--- src/sv/assert_macros.svh ---
// Assertion macros used by the console RTL.
`ifndef ASSERT_MACROS_SVH
`define ASSERT_MACROS_SVH

// Same-cycle implication, sampled on clk, disabled during reset.
`define TCCW_ASSERT_NOW(lbl, ant, cons) \
	lbl: assert property (@(posedge clk) disable iff (!arst_n) (ant) |-> (cons)) \
		else $error("assertion failed");

// Next-cycle implication, sampled on clk, disabled during reset.
`define TCCW_ASSERT_NEXT(lbl, ant, cons) \
	lbl: assert property (@(posedge clk) disable iff (!arst_n) (ant) |=> (cons)) \
		else $error("assertion failed");

`endif

--- src/sv/tccw_pkg.sv ---
// Package with constants, codes and types of the text console.
`default_nettype none
package tccw_pkg;
	localparam int COLUMNS_DEF = 80;
	localparam int ROWS_DEF = 25;

	localparam int CELL_W = 16;
	localparam int CHAR_W = 8;
	localparam int COLOR_W = 8;
	localparam int ACTION_W = 2;
	localparam int POS_W = 7;
	localparam int ADDR_W = 11;
	localparam int ROW_OUT_W = 5;
	localparam int COL_OUT_W = 7;

	localparam logic [CHAR_W-1:0] CHAR_LF = 8'h0A;
	localparam logic [CHAR_W-1:0] CHAR_CR = 8'h0D;
	localparam logic [COLOR_W-1:0] TEXT_COLOR_RESET = 8'h07;

	typedef enum logic [ACTION_W-1:0] {
		ACT_WRITE   = 2'd0,
		ACT_SET_ROW = 2'd1,
		ACT_SET_COL = 2'd2,
		ACT_READ    = 2'd3
	} action_t;

	typedef struct packed {
		logic busy;
		logic rd_en;
		logic wr_en;
		logic wr_zero;
	} sweep_ctl_t;
endpackage
`default_nettype wire

--- src/sv/tccw_sweep.sv ---
// Sequencer that clears the store after reset and scrolls it up one row.
`default_nettype none
module tccw_sweep #(
	parameter int CELL_COUNT = tccw_pkg::ROWS_DEF * tccw_pkg::COLUMNS_DEF,
	parameter int COLUMNS = tccw_pkg::COLUMNS_DEF,
	parameter int AW = $clog2(CELL_COUNT)
) (
	input  wire logic                 clk,
	input  wire logic                 arst_n,
	input  wire logic                 start,
	output tccw_pkg::sweep_ctl_t      ctl,
	output logic         [AW-1:0]     rd_addr,
	output logic         [AW-1:0]     wr_addr
);
	import tccw_pkg::*;

	logic          run_q;
	logic          copy_mode_q;
	logic [AW-1:0] idx_q;
	logic          copy;
	logic          wv_s1;
	logic          copy_s1;
	logic [AW-1:0] idx_s1;

	assign copy = run_q && copy_mode_q && (32'(idx_q) < CELL_COUNT - COLUMNS);
	assign rd_addr = AW'(32'(idx_q) + COLUMNS);
	assign wr_addr = idx_s1;

	always_comb begin
		ctl.busy = run_q || wv_s1;
		ctl.rd_en = copy;
		ctl.wr_en = wv_s1;
		ctl.wr_zero = !copy_s1;
	end

	always_ff @(posedge clk or negedge arst_n) begin
		if (!arst_n) begin
			run_q <= 1'b1;
			copy_mode_q <= 1'b0;
			idx_q <= '0;
			wv_s1 <= 1'b0;
		end else begin
			wv_s1 <= run_q;
			if (start) begin
				run_q <= 1'b1;
				copy_mode_q <= 1'b1;
				idx_q <= '0;
			end else if (run_q) begin
				if (32'(idx_q) == CELL_COUNT - 1) begin
					run_q <= 1'b0;
				end
				idx_q <= idx_q + 1'b1;
			end
		end
	end

	always_ff @(posedge clk) begin
		idx_s1 <= idx_q;
		copy_s1 <= copy;
	end
endmodule
`default_nettype wire

--- config.mk ---
export PLATFORM = sky130hd
export DESIGN_NAME = tccw_sweep
export DESIGN_NICKNAME = d
export VERILOG_FILES = /design/src/sv/assert_macros.svh /design/src/sv/tccw_pkg.sv /design/src/sv/tccw_sweep.sv
export SDC_FILE = /design/constraint.sdc
export NUM_CORES = 1
export LEC_CHECK = 0
export BUFFER_PORTS_ARGS = -buffer_cell sky130_fd_sc_hd__buf_2
export CORE_MARGIN = 3
export CORE_UTILIZATION = 55
export CTS_BUF_LIST = sky130_fd_sc_hd__clkbuf_4 sky130_fd_sc_hd__clkbuf_8
export DETAILED_ROUTE_END_ITERATION = 10
export MAX_ROUTING_LAYER = met4
export PLACE_DENSITY = 0.94
export SLEW_MARGIN = 20
export SYNTH_ARGS = -nofsm -noshare
export SYNTH_HDL_FRONTEND = slang
export SYNTH_SLANG_ARGS = --single-unit
--- constraint.sdc ---
create_clock -name clk -period 3.32 [get_ports clk]
set_input_delay 0.166 -clock clk [delete_from_list [all_inputs] [get_ports clk]]
set_output_delay 0.166 -clock clk [all_outputs]
set_load 0.02 [all_outputs]
==> results of run 1 <==
[power by group through the flow]
stage	clock network (mW)	logic, mW	registers (mW)
3_3_place_gp	0	0.0288	0.333
4_1_cts	0.161	0.0313	0.327
6_report	0.160	0.0307	0.327
2_1_floorplan	0	0.0168	0.336
5_1_grt	0.170	0.0335	0.328
3_5_place_dp	0	0.0303	0.333
[synthesized netlist by cell type, drive strengths merged]
master / instances / share of area
nor4: 1 / 0.0058
buf: 9 / 0.061
mux2i: 1 / 0.0093
o211ai: 1 / 0.012
nand2: 4 / 0.014
or4: 3 / 0.021
o31ai: 4 / 0.028
clkbuf: 1 / 0.0035
or3: 2 / 0.013
nand4: 5 / 0.029
inv: 3 / 0.011
dfrtp: 13 / 0.30
ha: 3 / 0.035
and3: 1 / 0.0058
mux2: 1 / 0.011
nand2b: 1 / 0.0058
xnor2: 6 / 0.049
nor2: 7 / 0.025
or2: 2 / 0.012
a21oi: 6 / 0.028
o21ai: 4 / 0.019
xor2: 3 / 0.025
nor2b: 1 / 0.0058
o2111ai: 1 / 0.0082
nand3: 2 / 0.014
dfxtp: 12 / 0.22
dfstp: 1 / 0.025
[layout make-up]
type | count | area (µm²)
flip-flops and latches | 26 | 592
fillers | 134 | 562
multi-input cells | 59 | 400
repair buffers | 29 | 150
clock buffers | 4 | 36.3
well taps | 25 | 31.3
inverters | 3 | 11.3
[layout by cell type (no fill, tap or decap)]
| master | n |
|---|---|
| o2111ai_1 | 1 |
| or3_2 | 1 |
| dfstp_2 | 1 |
| or3_1 | 1 |
| nor2_1 | 7 |
| o211ai_2 | 1 |
| nand3_1 | 1 |
| xor2_1 | 3 |
| a21oi_1 | 6 |
| mux2_2 | 1 |
| mux2i_1 | 1 |
| nand2_1 | 4 |
| inv_1 | 3 |
| or4_1 | 3 |
| buf_2 | 28 |
| nand4_1 | 5 |
| o21ai_0 | 4 |
| nand2b_1 | 1 |
| nand3_2 | 1 |
| clkbuf_8 | 1 |
| and3_1 | 1 |
| or2_2 | 2 |
| ha_1 | 3 |
| nor4_1 | 1 |
| clkbuf_4 | 3 |
| o31ai_1 | 4 |
| dlygate4sd3_1 | 1 |
| nor2b_1 | 1 |
| xnor2_1 | 6 |
| dfxtp_1 | 12 |
| dfrtp_1 | 13 |
[flip-flops by register name, summed over array words and instances (netlist names)]
register,flops
idx_q,11
wr_addr,11
copy_mode_q,1
copy_s1,1
run_q,1
wv_s1,1
[worst max-delay path by stage]
| stage | depth (start not counted) | from | to | slack, ps |
|---|---|---|---|---|
| after floorplan | 4 | run_q | idx_q[9] | 1820 |
| after global placement | 4 | idx_q[0] | idx_q[10] | 1780 |
| after detailed placement | 3 | run_q | idx_q[9] | 1690 |
| after CTS | 4 | idx_q[5] | rd_addr[8] | 1540 |
| after global routing | 4 | idx_q[5] | rd_addr[8] | 1400 |
| final | 4 | idx_q[5] | rd_addr[8] | 1540 |
[stage by stage]
step | total power [mW] | hold slack (ps) | cells
after global routing | 0.532 | 203 | 146
final | 0.517 | 195 | 146
after detailed placement | 0.363 | 75.6 | 141
after floorplan | 0.353 | -130 | 98
after global placement | 0.361 | 72.8 | 141
after CTS | 0.519 | 197 | 146
[worst reg2reg max path, delay by kind of cell (launching register included)]
| kind | cells | cell delay (ps) |
|---|---|---|
| multiplexers | 1 | 370 |
| AND/OR/NAND/NOR | 1 | 320 |
| flip-flops | 1 | 680 |
| AO/OA/AOI/OAI | 1 | 190 |
[layer usage]
metal  vias to the layer above  track usage  part of all wire
met5                         -            -                 0
met4                         0       0.0323            0.0098
met3                         2       0.0564             0.068
met2                        33        0.298              0.50
met1                       404        0.253              0.42
li1                        380            -                 -
[logic make-up after synthesis]
logic type / Yosys count / synth area share
buffers and inverters: 13 / 0.0747
adder cells (fa/ha/maj): 3 / 0.0350
multiplexers: 2 / 0.0198
AO/OA/AOI/OAI: 16 / 0.0945
XOR/XNOR: 9 / 0.0735
AND/OR/NAND/NOR: 29 / 0.151
flip-flops: 26 / 0.552
[timing repair]
action                                  4_1_cts  5_1_grt
endpoints found under the hold margin        14        0
endpoints found under the setup margin        0        0
hold buffers                                  1        0
==> impl_results.md, run 1 <==
- Gpl congestion: approximately 0.83
- Mapped Cells: slightly below 100
- P_int: 0.397 mW
- Worst Max-Slew Pin Slew: ~340 ps
- Worst reg-to-reg path cell count: 3
- Yosys Warn Count: 0
- Worst hold start: start
- Post-synthesis register bit count: 26
- CP startpoint kind: flip-flop
- WP data arrival: between 1500 and 2000 ps
- Initial core utilization: 0.601
- Leak: around 0.56 nW
- Die X: 50.2 µm
- Slowest stage cell, crit path: dfrtp_1
- Hold Vio Cnt, Final: 0
- First-pass detailed-route iteration total: 4
- Slowest Stage Delay on Critical Path: 460 ps
- First-pass GRT wire length: between 3000 and 4000 µm
- Synth unique cells: 30
- Clock Sink Count: 26
- Slew Limit Fails: 0
- Switching power of the nets: 0.119 mW
- Critical path type: flip-flop to output port
- Worst vdd rail ir drop: 0.000271 V
- Flop pwr share: 0.632
- Placed Area: 1170 µm²
- Post-route minimum period: 1780 ps
- # port buffers: 28
- Final Util: 0.685
- Hold Crit Class: primary input to flip-flop
- Clk_lat worst skew: 320 ps
- Antenna viol nets, final: 0
- Area Growth Syn to Fin: 13.9%
- Post CTS Setup Buffer Count: 0
- Worst Path Buf+Inv: 1
- Required @ worst endpoint: about 3200 ps
- CTS resizes: 0
- Grt ovf: 0
- Final setup margin: between 1500 and 2000 ps
- Slew margin rel.: 0.774
- Crit path max-delay family: flip-flops
- Largest net degree at the start of global routing: 17
- GRT Util Overall: 0.192
- Max frequency: about 560 MHz
- Die span in y: between 50 and 60 µm
- DP HPWL: 1530 µm
- Hold depth: 2
- Rows: 15
- Vias in the first global route: 747
- Cell Chain, Critical Path: ha_1, o21ai_0, xnor2_1, buf_2
- Net Sw Frac: 0.231
- Critical Path End Type: output port
- Worst flop-to-flop path endpoint: idx_q[9]
- Die area: ~2500 µm²
- Pre-CTS setup slack: between 1500 and 2000 ps
- Worst clock skew: around 1.8 ps
- Clock share of power: 0.309
- Clk slew on worst S/H paths: between 100 and 150 ps
- Seq/Total Area, Yosys: 0.552
- Ports: 29
- Fraction of layout cells with a size suffix above 1: 0.322
- Maximum fanout along the worst path: 7
- Pwr dens: approximately 420 nW/µm²
- CORE AREA: 1780 µm²
- Cts bufs inserted: 3
- Synth Area per Inst: roughly 11 µm²
- CTS root buffer: clkbuf_4
- ANT cells: 0
- Nets: between 100 and 150
- Hold Crit Endpoint: idx_q[4]
- Vias: between 800 and 900
- RR Startpoint: run_q
- R2R setup slack: about 1700 ps
- Setup TNS: 0 ps
- Clock Path Buffers: 2
- Synth Cell Area: 1070 µm²
- DRC errors left: 0
- Antenna violations before repair: 0
- Wirelength, routed: around 2100 µm
- Fin crit share: 0.535
- H-tree levels: 1
- Number of max-cap violations: 0
- RSZ-0062 raised after global routing: no
- Vias per cell: around 5.6
- Synth Net Count: between 100 and 150
- CTS tree: built
- Status: complete, no violations
- Final setup vio count: 0
- Drt wl/cell: 14.6 µm
- Initial DRC Count: 24
- Comb pwr share: 0.059
- Post-route cell area: approximately 1200 µm²
Note: power is estimated with default switching activity, not from simulation.
==> inputs of run 2 (changes only) <==
--- a/config.mk
+++ b/config.mk
@@ -7,11 +7,11 @@
 export LEC_CHECK = 0
 export BUFFER_PORTS_ARGS = -buffer_cell sky130_fd_sc_hd__buf_2
 export CORE_MARGIN = 3
-export CORE_UTILIZATION = 55
+export CORE_UTILIZATION = 48
 export CTS_BUF_LIST = sky130_fd_sc_hd__clkbuf_4 sky130_fd_sc_hd__clkbuf_8
 export DETAILED_ROUTE_END_ITERATION = 10
 export MAX_ROUTING_LAYER = met4
-export PLACE_DENSITY = 0.94
+export PLACE_DENSITY = 0.88
 export SLEW_MARGIN = 20
 export SYNTH_ARGS = -nofsm -noshare
 export SYNTH_HDL_FRONTEND = slang
==> constraint.sdc (replaced) <==
create_clock -name clk -period 1.61 [get_ports clk]
set_input_delay 0.0805 -clock clk [delete_from_list [all_inputs] [get_ports clk]]
set_output_delay 0.0805 -clock clk [all_outputs]
set_load 0.02 [all_outputs]
==> impl_results.md, run 2 (synthesis results as in run 1) <==
- Post-route cell area: 1310 µm² (+7.2%)
- Drt wl/cell: 12.8 µm (-12%)
- Fraction of layout cells with a size suffix above 1: 0.403 (+0.0808)
- Placed Area: 1210 µm² (+3.4%)
- Hold Vio Cnt, Final: 0 (unchanged)
- Most common cell after layout, fill and taps aside: buf_2
- Most frequent cells in the layout: buf_2, dfxtp_1, dfrtp_1
- Antenna viol nets, final: 0 (unchanged)
- Nets: 136 (+6.3%)
- Tot Pwr: 1.06 mW (+100%)
- CORE AREA: 2040 µm² (+15%)
- Slew Limit Fails: 0 (unchanged)
- WP data arrival: 1440 ps (-170 ps)
- Maximum fanout along the worst path: 5 (-2)
- Die span in y: 53.3 µm (+6.2%)
- Cell Chain, Critical Path: ha_2, o2111ai_2, xnor2_1, buf_2
- Slew margin rel.: 0.751 (-0.0238)
- Slowest Stage Delay on Critical Path: 400 ps (-60 ps)
- DRC errors left: 0 (unchanged)
- ANT cells: 0 (unchanged)
- Required @ worst endpoint: 1530 ps (-1620 ps)
- Critical Path End Type: output port
- Fin crit share: 0.942
- Vias: 815 (-0.49%)
- Ports: 29 (unchanged)
- Largest net degree at the start of global routing: 17 (unchanged)
- Clk slew on worst S/H paths: 130 ps (about the same)
- Clock Sink Count: 26 (unchanged)
- Clock Path Buffers: 2 (unchanged)
- Status: complete, no violations
- Worst Max-Slew Pin Slew: 370 ps (+32.7 ps)
- Pwr dens: 809 nW/µm² (+91%)
- Setup TNS: 0 ps (unchanged)
- First-pass detailed-route iteration total: 4 (unchanged)
- H-tree levels: 1 (unchanged)
- First-pass GRT wire length: 3110 µm (-14%)
- Max frequency: 659 MHz
- Critical path type: flip-flop to output port
- Hold Crit Class: primary input to flip-flop
- Final Util: 0.641 (-0.0440)
- Wirelength, routed: 2000 µm (-6.3%)
- CP startpoint kind: flip-flop
- Die X: 53.3 µm (+6.2%)
- Rows: 16 (+1)
- Slowest stage cell, crit path: dfrtp_1
- GRT Util Overall: 0.152 (-0.0393)
- Vias per cell: 5.22 (-6.9%)
- Post-route minimum period: 1520 ps
- Worst vdd rail ir drop: 0.000606 V (+120%)
- Antenna violations before repair: 0 (unchanged)
- DP HPWL: 1470 µm (-3.5%)
- # fillers: 172 (+28%)
- Cts bufs inserted: 3 (unchanged)
- Worst clock skew: 3.48 ps (+1.64 ps)
- Vias in the first global route: 768 (+2.8%)
- Initial DRC Count: 19 (-21%)
- Die area: 2840 µm² (+13%)
- Leak: 0.598 nW (+6.6%)
- Number of max-cap violations: 0 (unchanged)
- Worst Path Buf+Inv: 1 (unchanged)
- Initial core utilization: 0.525 (-0.0763)
- Gpl congestion: 0.843 (+1.5%)
- Area Growth Syn to Fin: 22.1%
- CTS root buffer: clkbuf_4
- CTS tree: built
- Final setup vio count: 0 (unchanged)
- Crit path max-delay family: flip-flops
- Clk_lat worst skew: 310 ps (about the same)
- Grt ovf: 0 (unchanged)
- # port buffers: 28 (unchanged)
==> run 2: metal layers <==
layer  GRT usage  part of all wire
met5           -                 0
met2       0.253              0.50
met3      0.0169             0.063
met1       0.182              0.44
met4      0.0766                 0
==> run 2: worst paths after layout <==
kind / cells after the start / slack, ps / to / from
setup / recovery: 4 / 90 / rd_addr[10] / idx_q[4]
hold / removal: 2 / 130 / idx_q[7] / start
setup reg to reg: 3 / 90 / idx_q[9] / run_q
hold reg to reg: 0 / 470 / wr_addr[6] / idx_q[6]
max in group asynchronous: 2 / 1140 / run_q / arst_n
min in group asynchronous: 2 / 180 / idx_q[8] / arst_n
==> run 2: area by class of cell <==
type / instances / area [µm²] / area share
Sequential cell: 26 / 594 / 0.454
Tap cell: 27 / 33.8 / 0.0258
Inverter: 3 / 11.3 / 0.00860
Multi-Input combinational cell: 59 / 420 / 0.321
Clock buffer: 4 / 36.3 / 0.0277
Timing Repair Buffer: 37 / 213 / 0.163
==> run 2: power by group <==
group          total [mW]  internal, mW  switching [mW]
sequential          0.669         0.661         0.00760
clock               0.316         0.138           0.177
combinational      0.0741        0.0253          0.0488
==> run 2: timing repair <==
action / CTS / global route
hold buffers: 1 / 0
hold endpoints to repair: 14 / 0
gates resized for setup: 5 / 3
buffers inserted: 1 / 2
setup endpoints to repair: 5 / 2
==> run 2: metrics by stage <==
stage,cells,setup slack (ps),hold slack (ps)
floorplan,98,108,-215
global placement,148,148,-11.4
detailed placement,148,18.8,-10.0
CTS,154,18.8,110
global route,156,-10.2,129
finish,156,93.1,132
